--- src/hdl/sha1mh_pkg.sv ---
// Shared types, constants and round functions for the SHA-1 message hasher.
// Used by sha1mh_front, sha1mh_core, sha1mh_back and sha1_message_hasher.
// No dependencies.
package sha1mh_pkg;

    typedef logic [31:0] word_t;

    localparam int WORD_COUNT  = 5;
    localparam int BLOCK_BYTES = 64;
    localparam int LENGTH_POS  = 56;
    localparam int ROUND_COUNT = 80;

    localparam word_t K0 = 32'h5A827999;
    localparam word_t K1 = 32'h6ED9EBA1;
    localparam word_t K2 = 32'h8F1BBCDC;
    localparam word_t K3 = 32'hCA62C1D6;

    // H0 sits in the top word
    localparam logic [159:0] SHA1_IV = {
        32'h67452301, 32'hEFCDAB89, 32'h98BADCFE, 32'h10325476, 32'hC3D2E1F0
    };

    localparam logic [7:0] PAD_MARK = 8'h80;

    // One queued input item after classification
    typedef struct packed {
        logic [7:0] data;
        logic       valid;
        logic       last;
    } item_t;

    // Commands from the sequencer to the compression engine
    typedef struct packed {
        logic start;
        logic reinit;
    } core_ctrl_t;

    // Round phase: which 20-round quarter a round belongs to
    localparam logic [1:0] PH_CHOOSE = 2'd0;
    localparam logic [1:0] PH_PARITY = 2'd1;
    localparam logic [1:0] PH_MAJOR  = 2'd2;
    localparam logic [1:0] PH_LATE   = 2'd3;

    function automatic word_t round_f(logic [1:0] phase, word_t b, word_t c, word_t d);
        word_t f;
        case (phase)
            PH_CHOOSE: f = (b & c) | (~b & d);
            PH_MAJOR:  f = (b & c) | (b & d) | (c & d);
            default:   f = b ^ c ^ d;
        endcase
        return f;
    endfunction

    function automatic word_t round_k(logic [1:0] phase);
        word_t k;
        case (phase)
            PH_CHOOSE: k = K0;
            PH_PARITY: k = K1;
            PH_MAJOR:  k = K2;
            default:   k = K3;
        endcase
        return k;
    endfunction

endpackage

--- src/hdl/sha1mh_front.sv ---
// Front end of the SHA-1 hasher: takes stream transactions, drops empty items
// and queues the rest for the sequencer. Depends on sha1mh_pkg.
module sha1mh_front #(
    parameter int DEPTH = 4
) (
    input  logic              clk,
    input  logic              rst_n,
    input  logic              s_axis_tvalid,
    output logic              s_axis_tready,
    input  logic [7:0]        s_axis_tdata,
    input  logic              s_axis_tuser,
    input  logic              s_axis_tlast,
    output sha1mh_pkg::item_t item,
    output logic              item_ready,
    input  logic              item_pop
);
    import sha1mh_pkg::*;

    localparam int PTR_W = (DEPTH > 1) ? $clog2(DEPTH) : 1;
    localparam int CNT_W = $clog2(DEPTH + 1);

    item_t            queue_mem [DEPTH];
    logic [PTR_W-1:0] wr_ptr_reg, wr_ptr_next;
    logic [PTR_W-1:0] rd_ptr_reg, rd_ptr_next;
    logic [CNT_W-1:0] count_reg, count_next;
    logic             push;
    logic             pop;

    assign s_axis_tready = (count_reg != CNT_W'(DEPTH));
    // an item with neither a byte nor an end mark does nothing: drop it here
    assign push       = s_axis_tvalid && s_axis_tready && (s_axis_tuser || s_axis_tlast);
    assign item_ready = (count_reg != '0);
    assign pop        = item_pop && item_ready;
    assign item       = queue_mem[rd_ptr_reg];

    always_comb
    begin
        wr_ptr_next = wr_ptr_reg;
        rd_ptr_next = rd_ptr_reg;
        count_next  = count_reg;
        if (push)
        begin
            wr_ptr_next = (wr_ptr_reg == PTR_W'(DEPTH - 1)) ? '0 : wr_ptr_reg + 1'b1;
        end
        if (pop)
        begin
            rd_ptr_next = (rd_ptr_reg == PTR_W'(DEPTH - 1)) ? '0 : rd_ptr_reg + 1'b1;
        end
        if (push && !pop)
        begin
            count_next = count_reg + 1'b1;
        end
        else if (pop && !push)
        begin
            count_next = count_reg - 1'b1;
        end
    end

    always_ff @(posedge clk or negedge rst_n)
    begin
        if (!rst_n)
        begin
            wr_ptr_reg <= '0;
            rd_ptr_reg <= '0;
            count_reg  <= '0;
        end
        else
        begin
            wr_ptr_reg <= wr_ptr_next;
            rd_ptr_reg <= rd_ptr_next;
            count_reg  <= count_next;
        end
    end

    always_ff @(posedge clk)
    begin
        if (push)
        begin
            queue_mem[wr_ptr_reg] <= '{data: s_axis_tdata, valid: s_axis_tuser,
                                       last: s_axis_tlast};
        end
    end

endmodule

--- src/hdl/sha1mh_core.sv ---
// SHA-1 compression engine: one round per cycle over a 16-word schedule window,
// then the chaining-word update. Depends on sha1mh_pkg.
module sha1mh_core (
    input  logic                   clk,
    input  logic                   rst_n,
    input  sha1mh_pkg::core_ctrl_t ctrl,
    input  logic [511:0]           block,
    output logic                   busy,
    output logic [159:0]           chain
);
    import sha1mh_pkg::*;

    logic        busy_reg;
    logic [6:0]  round_reg;
    word_t       chain_reg [WORD_COUNT];
    word_t       work_reg  [WORD_COUNT];
    word_t       sched_reg [16];
    logic [1:0]  phase;
    word_t       temp;
    word_t       sched_new;
    logic        finish;

    assign busy   = busy_reg;
    assign chain  = {chain_reg[0], chain_reg[1], chain_reg[2], chain_reg[3], chain_reg[4]};
    assign finish = (round_reg == 7'(ROUND_COUNT));

    always_comb
    begin
        if (round_reg < 7'd20)
            phase = PH_CHOOSE;
        else if (round_reg < 7'd40)
            phase = PH_PARITY;
        else if (round_reg < 7'd60)
            phase = PH_MAJOR;
        else
            phase = PH_LATE;
    end

    // sched_reg[0] is W(t); the new tail is W(t+16)
    assign sched_new = sched_reg[13] ^ sched_reg[8] ^ sched_reg[2] ^ sched_reg[0];

    assign temp = {work_reg[0][26:0], work_reg[0][31:27]}
                + round_f(phase, work_reg[1], work_reg[2], work_reg[3])
                + work_reg[4] + sched_reg[0] + round_k(phase);

    always_ff @(posedge clk or negedge rst_n)
    begin
        if (!rst_n)
        begin
            busy_reg  <= 1'b0;
            round_reg <= '0;
            for (int i = 0; i < WORD_COUNT; i++)
            begin
                chain_reg[i] <= SHA1_IV[159 - 32*i -: 32];
            end
        end
        else
        begin
            if (ctrl.start)
            begin
                busy_reg  <= 1'b1;
                round_reg <= '0;
            end
            else if (busy_reg)
            begin
                if (finish)
                begin
                    busy_reg <= 1'b0;
                    for (int i = 0; i < WORD_COUNT; i++)
                    begin
                        chain_reg[i] <= chain_reg[i] + work_reg[i];
                    end
                end
                else
                begin
                    round_reg <= round_reg + 1'b1;
                end
            end
            if (ctrl.reinit)
            begin
                for (int i = 0; i < WORD_COUNT; i++)
                begin
                    chain_reg[i] <= SHA1_IV[159 - 32*i -: 32];
                end
            end
        end
    end

    always_ff @(posedge clk)
    begin
        if (ctrl.start)
        begin
            for (int i = 0; i < WORD_COUNT; i++)
            begin
                work_reg[i] <= chain_reg[i];
            end
            for (int i = 0; i < 16; i++)
            begin
                sched_reg[i] <= block[511 - 32*i -: 32];
            end
        end
        else if (busy_reg && !finish)
        begin
            work_reg[4] <= work_reg[3];
            work_reg[3] <= work_reg[2];
            work_reg[2] <= {work_reg[1][1:0], work_reg[1][31:2]};
            work_reg[1] <= work_reg[0];
            work_reg[0] <= temp;
            for (int i = 0; i < 15; i++)
            begin
                sched_reg[i] <= sched_reg[i+1];
            end
            sched_reg[15] <= {sched_new[30:0], sched_new[31]};
        end
    end

endmodule

--- src/hdl/sha1mh_back.sv ---
// Back end of the SHA-1 hasher: packs bytes into the block buffer, pads,
// drives the compression engine and streams out the digest. Depends on sha1mh_pkg.
module sha1mh_back (
    input  logic                   clk,
    input  logic                   rst_n,
    input  sha1mh_pkg::item_t      item,
    input  logic                   item_ready,
    output logic                   item_pop,
    output sha1mh_pkg::core_ctrl_t core_ctrl,
    output logic [511:0]           block,
    input  logic                   core_busy,
    input  logic [159:0]           chain,
    output logic                   m_axis_tvalid,
    input  logic                   m_axis_tready,
    output logic [39:0]            m_axis_tdata,
    output logic                   m_axis_tlast
);
    import sha1mh_pkg::*;

    localparam logic [2:0] S_IDLE  = 3'd0;
    localparam logic [2:0] S_FULL  = 3'd1;
    localparam logic [2:0] S_PAD80 = 3'd2;
    localparam logic [2:0] S_PADZ  = 3'd3;
    localparam logic [2:0] S_LEN   = 3'd4;
    localparam logic [2:0] S_FINAL = 3'd5;
    localparam logic [2:0] S_DWAIT = 3'd6;
    localparam logic [2:0] S_EMIT  = 3'd7;

    logic [2:0]   state_reg, state_next;
    logic [6:0]   pos_reg, pos_next;
    logic [63:0]  count_reg, count_next;
    logic [511:0] buf_reg, buf_next;
    logic         last_reg, last_next;
    logic [159:0] digest_reg, digest_next;
    logic [2:0]   word_reg, word_next;
    logic         out_valid_reg;
    word_t        out_word_reg;
    logic [2:0]   out_num_reg;
    logic         out_last_reg;
    logic         out_free;
    logic         out_load;
    logic         push;
    logic [7:0]   push_byte;

    assign block         = buf_reg;
    assign out_free      = !out_valid_reg || m_axis_tready;
    assign m_axis_tvalid = out_valid_reg;
    assign m_axis_tdata  = {5'b0, out_num_reg, out_word_reg};
    assign m_axis_tlast  = out_last_reg;

    always_comb
    begin
        state_next  = state_reg;
        pos_next    = pos_reg;
        count_next  = count_reg;
        buf_next    = buf_reg;
        last_next   = last_reg;
        digest_next = digest_reg;
        word_next   = word_reg;
        item_pop    = 1'b0;
        core_ctrl   = '{start: 1'b0, reinit: 1'b0};
        out_load    = 1'b0;
        push        = 1'b0;
        push_byte   = 8'h00;

        case (state_reg)
            S_IDLE:
            begin
                if (item_ready)
                begin
                    item_pop  = 1'b1;
                    last_next = item.last;
                    if (item.valid)
                    begin
                        push       = 1'b1;
                        push_byte  = item.data;
                        count_next = count_reg + 64'd8;
                        state_next = S_FULL;
                    end
                    else
                    begin
                        state_next = S_PAD80;
                    end
                end
            end
            S_FULL:
            begin
                if (pos_reg == 7'(BLOCK_BYTES))
                begin
                    if (!core_busy)
                    begin
                        core_ctrl.start = 1'b1;
                        pos_next        = '0;
                        state_next      = last_reg ? S_PAD80 : S_IDLE;
                    end
                end
                else
                begin
                    state_next = last_reg ? S_PAD80 : S_IDLE;
                end
            end
            S_PAD80:
            begin
                push       = 1'b1;
                push_byte  = PAD_MARK;
                state_next = S_PADZ;
            end
            S_PADZ:
            begin
                if (pos_reg == 7'(BLOCK_BYTES))
                begin
                    if (!core_busy)
                    begin
                        core_ctrl.start = 1'b1;
                        pos_next        = '0;
                    end
                end
                else if (pos_reg == 7'(LENGTH_POS))
                begin
                    state_next = S_LEN;
                end
                else
                begin
                    push = 1'b1;
                end
            end
            S_LEN:
            begin
                // append the 64-bit length in one step
                buf_next   = {buf_reg[447:0], count_reg};
                pos_next   = 7'(BLOCK_BYTES);
                state_next = S_FINAL;
            end
            S_FINAL:
            begin
                if (!core_busy)
                begin
                    core_ctrl.start = 1'b1;
                    pos_next        = '0;
                    count_next      = '0;
                    state_next      = S_DWAIT;
                end
            end
            S_DWAIT:
            begin
                if (!core_busy)
                begin
                    digest_next      = chain;
                    core_ctrl.reinit = 1'b1;
                    word_next        = '0;
                    state_next       = S_EMIT;
                end
            end
            S_EMIT:
            begin
                if (out_free)
                begin
                    out_load    = 1'b1;
                    digest_next = {digest_reg[127:0], 32'h0};
                    word_next   = word_reg + 1'b1;
                    if (word_reg == 3'(WORD_COUNT - 1))
                    begin
                        state_next = S_IDLE;
                    end
                end
            end
            default:
            begin
                state_next = S_IDLE;
            end
        endcase

        if (push)
        begin
            buf_next = {buf_reg[503:0], push_byte};
            pos_next = pos_reg + 1'b1;
        end
    end

    always_ff @(posedge clk or negedge rst_n)
    begin
        if (!rst_n)
        begin
            state_reg     <= S_IDLE;
            pos_reg       <= '0;
            count_reg     <= '0;
            last_reg      <= 1'b0;
            word_reg      <= '0;
            out_valid_reg <= 1'b0;
        end
        else
        begin
            state_reg <= state_next;
            pos_reg   <= pos_next;
            count_reg <= count_next;
            last_reg  <= last_next;
            word_reg  <= word_next;
            if (out_load)
            begin
                out_valid_reg <= 1'b1;
            end
            else if (m_axis_tready)
            begin
                out_valid_reg <= 1'b0;
            end
        end
    end

    always_ff @(posedge clk)
    begin
        buf_reg    <= buf_next;
        digest_reg <= digest_next;
        if (out_load)
        begin
            out_word_reg <= digest_reg[159:128];
            out_num_reg  <= word_reg;
            out_last_reg <= (word_reg == 3'(WORD_COUNT - 1));
        end
    end

endmodule

--- src/hdl/sha1_message_hasher.sv ---
// The sequencer takes each message byte through S_IDLE and then S_FULL; the compression
// of a full block overlaps the packing of the next one.
// After the end-of-message transaction the sequencer pads, appends the length and runs the
// final compression (two if padding spills into a second block), then emits the digest;
// earlier queued items add their own time. Digest words follow 1 per cycle while the sink is ready.
// Reset: asynchronous, active low; restores the initial chaining words, empties the queue.
module sha1_message_hasher #(
    parameter int QUEUE_DEPTH = 4
) (
    input  logic        clk,
    input  logic        rst_n,
    // input stream
    input  logic        s_axis_tvalid,
    output logic        s_axis_tready,
    input  logic [7:0]  s_axis_tdata,   // [7:0] data_byte
    input  logic        s_axis_tuser,   // [0] byte_valid
    input  logic        s_axis_tlast,   // end_of_message
    // digest stream
    output logic        m_axis_tvalid,
    input  logic        m_axis_tready,
    output logic [39:0] m_axis_tdata,   // [31:0] digest_word, [34:32] word_number, rest zero
    output logic        m_axis_tlast    // last_word
);
    import sha1mh_pkg::*;

    // Front: classify each transaction, drop items that carry neither a byte
    // nor an end mark, and hold the rest in a short queue.
    item_t        item;
    logic         item_ready;
    logic         item_pop;
    // Back: byte packing, padding sequencer and digest output register.
    core_ctrl_t   core_ctrl;
    logic [511:0] block;
    logic         core_busy;
    logic [159:0] chain;

    sha1mh_front #(
        .DEPTH(QUEUE_DEPTH)
    ) u_front (
        .clk          (clk),
        .rst_n        (rst_n),
        .s_axis_tvalid(s_axis_tvalid),
        .s_axis_tready(s_axis_tready),
        .s_axis_tdata (s_axis_tdata),
        .s_axis_tuser (s_axis_tuser),
        .s_axis_tlast (s_axis_tlast),
        .item         (item),
        .item_ready   (item_ready),
        .item_pop     (item_pop)
    );

    sha1mh_back u_back (
        .clk          (clk),
        .rst_n        (rst_n),
        .item         (item),
        .item_ready   (item_ready),
        .item_pop     (item_pop),
        .core_ctrl    (core_ctrl),
        .block        (block),
        .core_busy    (core_busy),
        .chain        (chain),
        .m_axis_tvalid(m_axis_tvalid),
        .m_axis_tready(m_axis_tready),
        .m_axis_tdata (m_axis_tdata),
        .m_axis_tlast (m_axis_tlast)
    );

    // Compression: one round per cycle, chaining words held here between blocks.
    sha1mh_core u_core (
        .clk  (clk),
        .rst_n(rst_n),
        .ctrl (core_ctrl),
        .block(block),
        .busy (core_busy),
        .chain(chain)
    );

`ifndef NO_ASSERTIONS
    // A new block never lands on a compression in flight.
    a_start_idle: assert property (@(posedge clk) disable iff (!rst_n)
        core_ctrl.start |-> !core_busy)
        else $error("compression started while engine busy");

    // A started compression shows as busy on the next cycle.
    a_start_busy: assert property (@(posedge clk) disable iff (!rst_n)
        core_ctrl.start |=> core_busy)
        else $error("engine did not go busy after start");

    // Chaining words are reloaded only after the digest is final.
    a_reinit_idle: assert property (@(posedge clk) disable iff (!rst_n)
        core_ctrl.reinit |-> (!core_busy && !core_ctrl.start))
        else $error("chaining words reinitialized during compression");

    // The end-of-digest mark comes only with the final word number.
    a_last_word: assert property (@(posedge clk) disable iff (!rst_n)
        (m_axis_tvalid && m_axis_tlast) |-> (m_axis_tdata[34:32] == 3'(WORD_COUNT - 1)))
        else $error("last_word on a word other than the final one");
`endif

endmodule
--- config.mk ---
export PLATFORM = sky130hd
export DESIGN_NAME = sha1_message_hasher
export DESIGN_NICKNAME = d
export VERILOG_FILES = /design/src/hdl/sha1mh_pkg.sv /design/src/hdl/sha1mh_front.sv /design/src/hdl/sha1mh_core.sv /design/src/hdl/sha1mh_back.sv /design/src/hdl/sha1_message_hasher.sv
export SDC_FILE = /design/constraint.sdc
export NUM_CORES = 2
export LEC_CHECK = 0
export BUFFER_PORTS_ARGS = -buffer_cell sky130_fd_sc_hd__buf_2
export CORE_UTILIZATION = 30
export DETAILED_ROUTE_END_ITERATION = 6
export GPL_ROUTABILITY_DRIVEN = 0
export PLACE_DENSITY = 0.48
export SLEW_MARGIN = 20
export SYNTH_ARGS = -nofsm -noshare
export SYNTH_HDL_FRONTEND = slang
export SYNTH_HIERARCHICAL = 1
export SYNTH_SLANG_ARGS = --single-unit
export TNS_END_PERCENT = 5
--- constraint.sdc ---
create_clock -name clk -period 38.7 [get_ports clk]
set_input_delay 7.74 -clock clk [delete_from_list [all_inputs] [get_ports clk]]
set_output_delay 7.74 -clock clk [all_outputs]
set_load 0.1 [all_outputs]
Word level (Yosys, flattened, before mapping)
Memories as Yosys holds them, arrays and structs flattened.
Index checks and enable logic that the tools add are counted.
{"block": "word_totals", "ramBits": 712, "mem_count": 3, "input_bits": 14, "output_inout_bits": 43, "word_cells": 231, "ff_bits": 962}
{"memory": "u_core.sched_reg", "depth": 16, "word_bits": 32, "rd": 16, "rd_clocked_by_memory_dff": 0, "write_ports": 16, "line_no": "sha1mh_core.sv:17", "source": "word_t sched_reg [16];"}
{"memory": "u_core.work_reg", "depth": 5, "word_bits": 32, "rd": 5, "rd_clocked_by_memory_dff": 0, "write_ports": 5, "line_no": "sha1mh_core.sv:16", "source": "word_t work_reg [WORD_COUNT];"}
{"memory": "u_front.queue_mem", "depth": 4, "word_bits": 10, "rd": 1, "rd_clocked_by_memory_dff": 0, "write_ports": 1, "line_no": "sha1mh_front.sv:22", "source": "item_t queue_mem [DEPTH];"}
{"block": "op_classes", "eq_ne": 28, "order_cmp": 3, "n_reduce_logical": 32, "n_addsub": 17, "bitwise_logic": 34, "n_mux": 93}
{"cell": "2-to-1 mux 512 bit", "count": 2}
{"cell": "2-to-1 mux 160 bit", "count": 6}
{"cell": "2-to-1 mux 32 bit", "count": 21}
{"cell": "one-hot mux 160 bit (2 select lines)", "count": 1}
{"cell": "adder 32 bit", "count": 9}
{"cell": "2-to-1 mux 64 bit", "count": 3}
{"cell": "XOR 32 bit", "count": 5}
{"cell": "AND 32 bit", "count": 4}
{"cell": "one-hot mux 64 bit (2 select lines)", "count": 1}
{"cell": "bitwise OR 32 bit", "count": 3}
{"cell": "one-hot mux 32 bit (3 select lines)", "count": 1}
{"cell": "adder 64 x 4 -> 64 bit, second input constant", "count": 1}
{"cell": "one-hot mux 32 bit (2 select lines)", "count": 1}
{"cell": "2-to-1 mux 7 bit", "count": 6}
{"cell": "2-to-1 mux 3 bit", "count": 13}
{"cell": "NOT 32 bit", "count": 1}
{"cell": "2-to-1 mux 1 bit", "count": 24}
{"cell": "one-hot mux 3 bit (8 select lines)", "count": 1}
{"cell": "bitwise OR 1 bit", "count": 21}
{"cell": "one-hot mux 7 bit (3 select lines)", "count": 1}
{"cell": "2-to-1 mux 8 bit", "count": 2}
{"cell": "one-hot mux 8 bit (2 select lines)", "count": 1}
{"cell": "nonzero test 2 bit", "count": 8}
{"cell": "== test 3 bit, second input constant", "count": 5}
{"cell": "other kinds (32)", "count": 66}

Longest topological paths before layout
{"block": "logic_depth", "word_depth": 11, "mapped_depth": 29, "depth_no_buf": 26}

Cells and area by module
The synthesis kept the hierarchy.
{"module": "sha1mh_core", "area_each_um2": 49175.9, "instances": 1, "cells_each": 4923, "seq_area_each_um2": 24483.5}
{"module": "sha1mh_back", "area_each_um2": 33524.7, "instances": 1, "cells_each": 2214, "seq_area_each_um2": 23162.2}
{"module": "sha1mh_front", "area_each_um2": 1894.3, "instances": 1, "cells_each": 90, "seq_area_each_um2": 1376.3}

Worst setup path before layout
No wires, ideal clock.
{"block": "synth_path", "kind": "register -> register", "startpoint": "register u_back.state_reg[0]", "endpoint": "register u_back.buf_reg[0] (netlist: u_back/block[0]) (enable)", "n_path_buf": 2, "stages_incl_launch_ff": 4, "setup_time_ns": 2.097, "arrival_ns": 36.357, "required_ns": 36.603, "synth_period_minus_slack_ns": 38.454, "path_slack_ns": 0.246, "cell_sequence": "dfrtp_1 > buf_2 > clkbuf_1 > o21ai_0"}
{"block": "synth_via", "elab_chain_len": 3, "word_cells_on_any_way": 6, "classes_between": "3 x eq/ne; 1 x mux; 2 x reduce/logical"}
{"item": "from (decl)", "line_no": "sha1mh_back.sv:29", "source": "logic [2:0] state_reg, state_next;"}
{"item": "from (signal assigned)", "line_no": "sha1mh_back.sv:193", "source": "state_reg <= state_next;"}
{"item": "== test 3 x 2 -> 1 bit or logical NOT 3 bit (tied branches)", "line_no": "sha1mh_back.sv:66", "source": "case (state_reg)"}
{"item": "one-hot mux 1 bit (3 select lines)", "line_no": "sha1mh_back.sv:66"}
{"item": "nonzero test 2 bit (no source line) (*)"}
{"item": "to (signal assigned)", "line_no": "sha1mh_back.sv:211", "source": "buf_reg <= buf_next;"}
{"item": "to (decl)", "line_no": "sha1mh_back.sv:32", "source": "logic [511:0] buf_reg, buf_next;"}
Mark *: on every way between the ends. The rest lies on a longest branch, timed or not.
A chain may end at the register's enable or synchronous reset.

Worst setup path after layout
{"block": "layout_path", "startpoint": "register u_front.count_reg[0]", "endpoint": "output s_axis_tready"}
{"block": "layout_via", "elab_chain_len": 1}
{"item": "from (decl)", "line_no": "sha1mh_front.sv:25", "source": "logic [CNT_W-1:0] count_reg, count_next;"}
{"item": "from (signal assigned)", "line_no": "sha1mh_front.sv:71", "source": "count_reg <= count_next;"}
{"item": "!= test 3 bit", "line_no": "sha1mh_front.sv:29", "source": "assign s_axis_tready = (count_reg != CNT_W'(DEPTH));"}
{"item": "to (decl)", "line_no": "sha1_message_hasher.sv:14", "source": "output logic s_axis_tready,"}
No other way between the ends.

==> results.txt <==
PostCTS Resize Cnt: 0
Status: finished clean
Hold Vio Cnt, Final: 0
Final setup vio count: 0
Vias per inst: 4.884
Clock skew: 52.38 ps
Share of cells above drive strength 1: 16.18%
Flops & latches, synth: 1671
Post-layout nets: 7551
Synth Instances: 7227
RSZ-0062 raised after global routing: no
Area leader, netlist: edfxtp_1
Die ar.: 284100 um^2
Syn. warnings: 6
FF-to-FF setup slack: 30670 ps
Setup_tns: 0 ps
Placed Cells: 10730
Avg WL per Cell: 20.71 um
Clock root buffer: clkbuf_16
Synth Area per Inst: 11.71 um^2
Mux contribution to synthesized area: 9.794%
Primary FF master, synth: edfxtp_1
Commonest non-fill, non-tap cell in the layout: nand2_1
Share of the synthesized area in the top cell type: 50.41%
Max Slew Vio Count: 0
H-tree depth: 4
First-pass iteration count of the detailed router: 5
Sequential fraction of the synthesis area: 57.95%
Pre-CTS setup slack: 28260 ps
Post-synth EDFFs: 1420
Critical Path Fanout Max: 4
Worst Hold Path EP: u_back/out_word_reg[4]$_DFFE_PP_
Tightest Pin Transition: 1098 ps
Layout Cells excl Fill: 11080
Global Route Usage Sum: 15.90%
FFs w/ async S/R, synth: 15.02%
Simple-gate share of the synthesized area: 12.32%
Main area contributors after synthesis: edfxtp_1 50%, mux2_2 8.7%, nand2_1 8.2%
Slew HR: 26.78%
CP Launch Type: register
Synth Area in Adders: 6.116%
Drt first-iter violations: 4114
Post-Synth XOR/XNOR Area: 2.640%
Routed wire length: 229400 um
Clk_lat worst skew: 860 ps
Hold Path Depth: 0
Gr ovfl total: 0
Worst flop-to-flop path endpoint: u_core/work_reg[0][31]$_DFFE_PP_
Most frequent cells in the layout: 1839 x nand2_1, 1420 x edfxtp_1, 651 x mux2_2, 383 x inv_1, 291 x o21ai_0
Crit Path Category: register to primary output
IO Pins: 57
Hold Buf Count CTS: 0
P&R area growth vs syn: 11.97%
FF-to-FF path depth: 25
Mapped cell area: 84590 um^2
Clock slew at reported path FFs: 60 ps
Cts bufs inserted: 194
Pin count of the biggest net entering global routing: 204
Core Rows: 194
Worst hold start: u_back/digest_reg[132]$_DFFE_PP_
Antenna violations before repair: 5
Power density over cell area: 39.78 nW/um^2
Clk sinks: 1671
Vias in the first global route: 54460
Vias: 54100
Worst min path class: register to register
Max IR drop VDD: 0.03527 mV
CTS tree: built
Required @ worst endpoint: 30960 ps
Worst r2r src: u_core/round_reg[5]$_DFFE_PN0P_
CTS Buffer Depth: 4
Worst EP arrival: 1850 ps
Total leakage power: 0.03611 uW
Largest family of logic cells by synthesized area: simple AND/OR/NAND/NOR gates
First-pass GRT wire length: 348600 um
Post-route setup slack: 29110 ps
Critical Path End Type: primary output
Die width: 533.0 um
# DRC: 0
Max-cap violations: 0
Routed Antenna Nets: 0
Die Y: 533.0 um
Tot Pwr: 3768 uW
Core area: 279900 um^2
Starting density of the core: 30.23%
Total setup buffers inserted after CTS: 0
Library cells used by synthesis: 114
Buffers on Ports: 51
Synth Area in Compound Gates: 7.675%
HPWL Detailed: 153300 um
Fmax achieved: 104.3 MHz
Final period utilization: 24.78%
Post-layout min period: 9591 ps
[kinds of logic (layout without fill, tap and decap cells)]
logic type / Yosys count / in the layout
xor+xnor: 255 / 255
buf+inv: 724 / 843
compound gates: 1043 / 1043
fa+ha+maj: 338 / 338
flops: 1671 / 1671
other cells: 1 / 8
simple gates: 2465 / 2465
mux: 730 / 730
[Yosys cell counts, types with 21 or more instances]
cell type,count
fa_1,126
a31oi_1,21
edfxtp_1,1420
nor2b_1,25
o21bai_1,24
o21a_1,27
o31ai_1,29
o22ai_1,30
mux2i_1,44
o211ai_1,59
o21ai_1,63
nor2_1,159
clkbuf_1,263
ha_1,211
mux2_1,23
mux2_2,651
nand3_1,76
nor3_1,54
and3_1,48
a21oi_1,266
nand2b_1,21
and2_1,47
xnor2_1,169
or3_1,45
dfrtp_1,171
a21o_1,83
a211oi_1,36
nand4_1,50
buf_2,38
xor2_1,86
buf_6,22
inv_1,384
dfstp_2,80
nand2_1,1840
o21ai_0,292
[layer usage]
metal  vias to the layer above  part of all wire [%]  track usage, %
met5                         -                 0.012               0
met4                         4                   2.9           4.841
met3                       338                   3.9           1.932
met2                      1104                    45           24.83
met1                     27140                    48           22.94
li1                      25510                     -               -
[power by group]
group	internal, uW	total [uW]	switching [uW]
Combinational	9.19	31.7	22.4
Clock	1040	1790	754
Sequential	1940	1940	4.76
[worst max-delay path, cell delays in order, from the launching register on]
cell	delay, ps
dfrtp_1	430
nor2_1	90
nand2_1	70
buf_2	410
[area by class of cell]
cell class              count  area [um^2]
repair buffers            112        823.3
well taps                3724         4659
multi-input cells        4836        32710
clock inverters            95        813.3
fillers                 27740       185200
diodes                      3        7.507
clock buffers             251         5243
inverters                 385         1445
flip-flops and latches   1671        49020
[worst max-delay path by stage]
| stage | end | cells after the start | slack (ps) | start |
|---|---|---|---|---|
| 2_1_floorplan | u_back/block[0]$_SDFFCE_PP0P_ | 3 | 250 | u_back/state_reg[0]$_DFFE_PN0P_ |
| 3_3_place_gp | u_back/digest_reg[128]$_DFFE_PP_ | 5 | 28290 | m_axis_tready |
| 3_5_place_dp | u_back/digest_reg[99]$_DFFE_PP_ | 5 | 28260 | m_axis_tready |
| 4_1_cts | s_axis_tready | 3 | 29030 | u_front/count_reg[0]$_DFFE_PN0P_ |
| 5_1_grt | s_axis_tready | 3 | 29020 | u_front/count_reg[0]$_DFFE_PN0P_ |
| 6_report | s_axis_tready | 3 | 29110 | u_front/count_reg[0]$_DFFE_PN0P_ |
[through the flow]
step           cell area (um^2)  util (%)  hold slack (ps)
6_report                  94720     33.84            417.6
5_1_grt                   94720     33.84            422.7
4_1_cts                   94710     33.84            418.3
3_5_place_dp              88660     31.68            404.5
3_3_place_gp              88660     31.68            411.7
2_1_floorplan             84610         -            400.3
No activity file was read; power rests on OpenSTA's default activity.
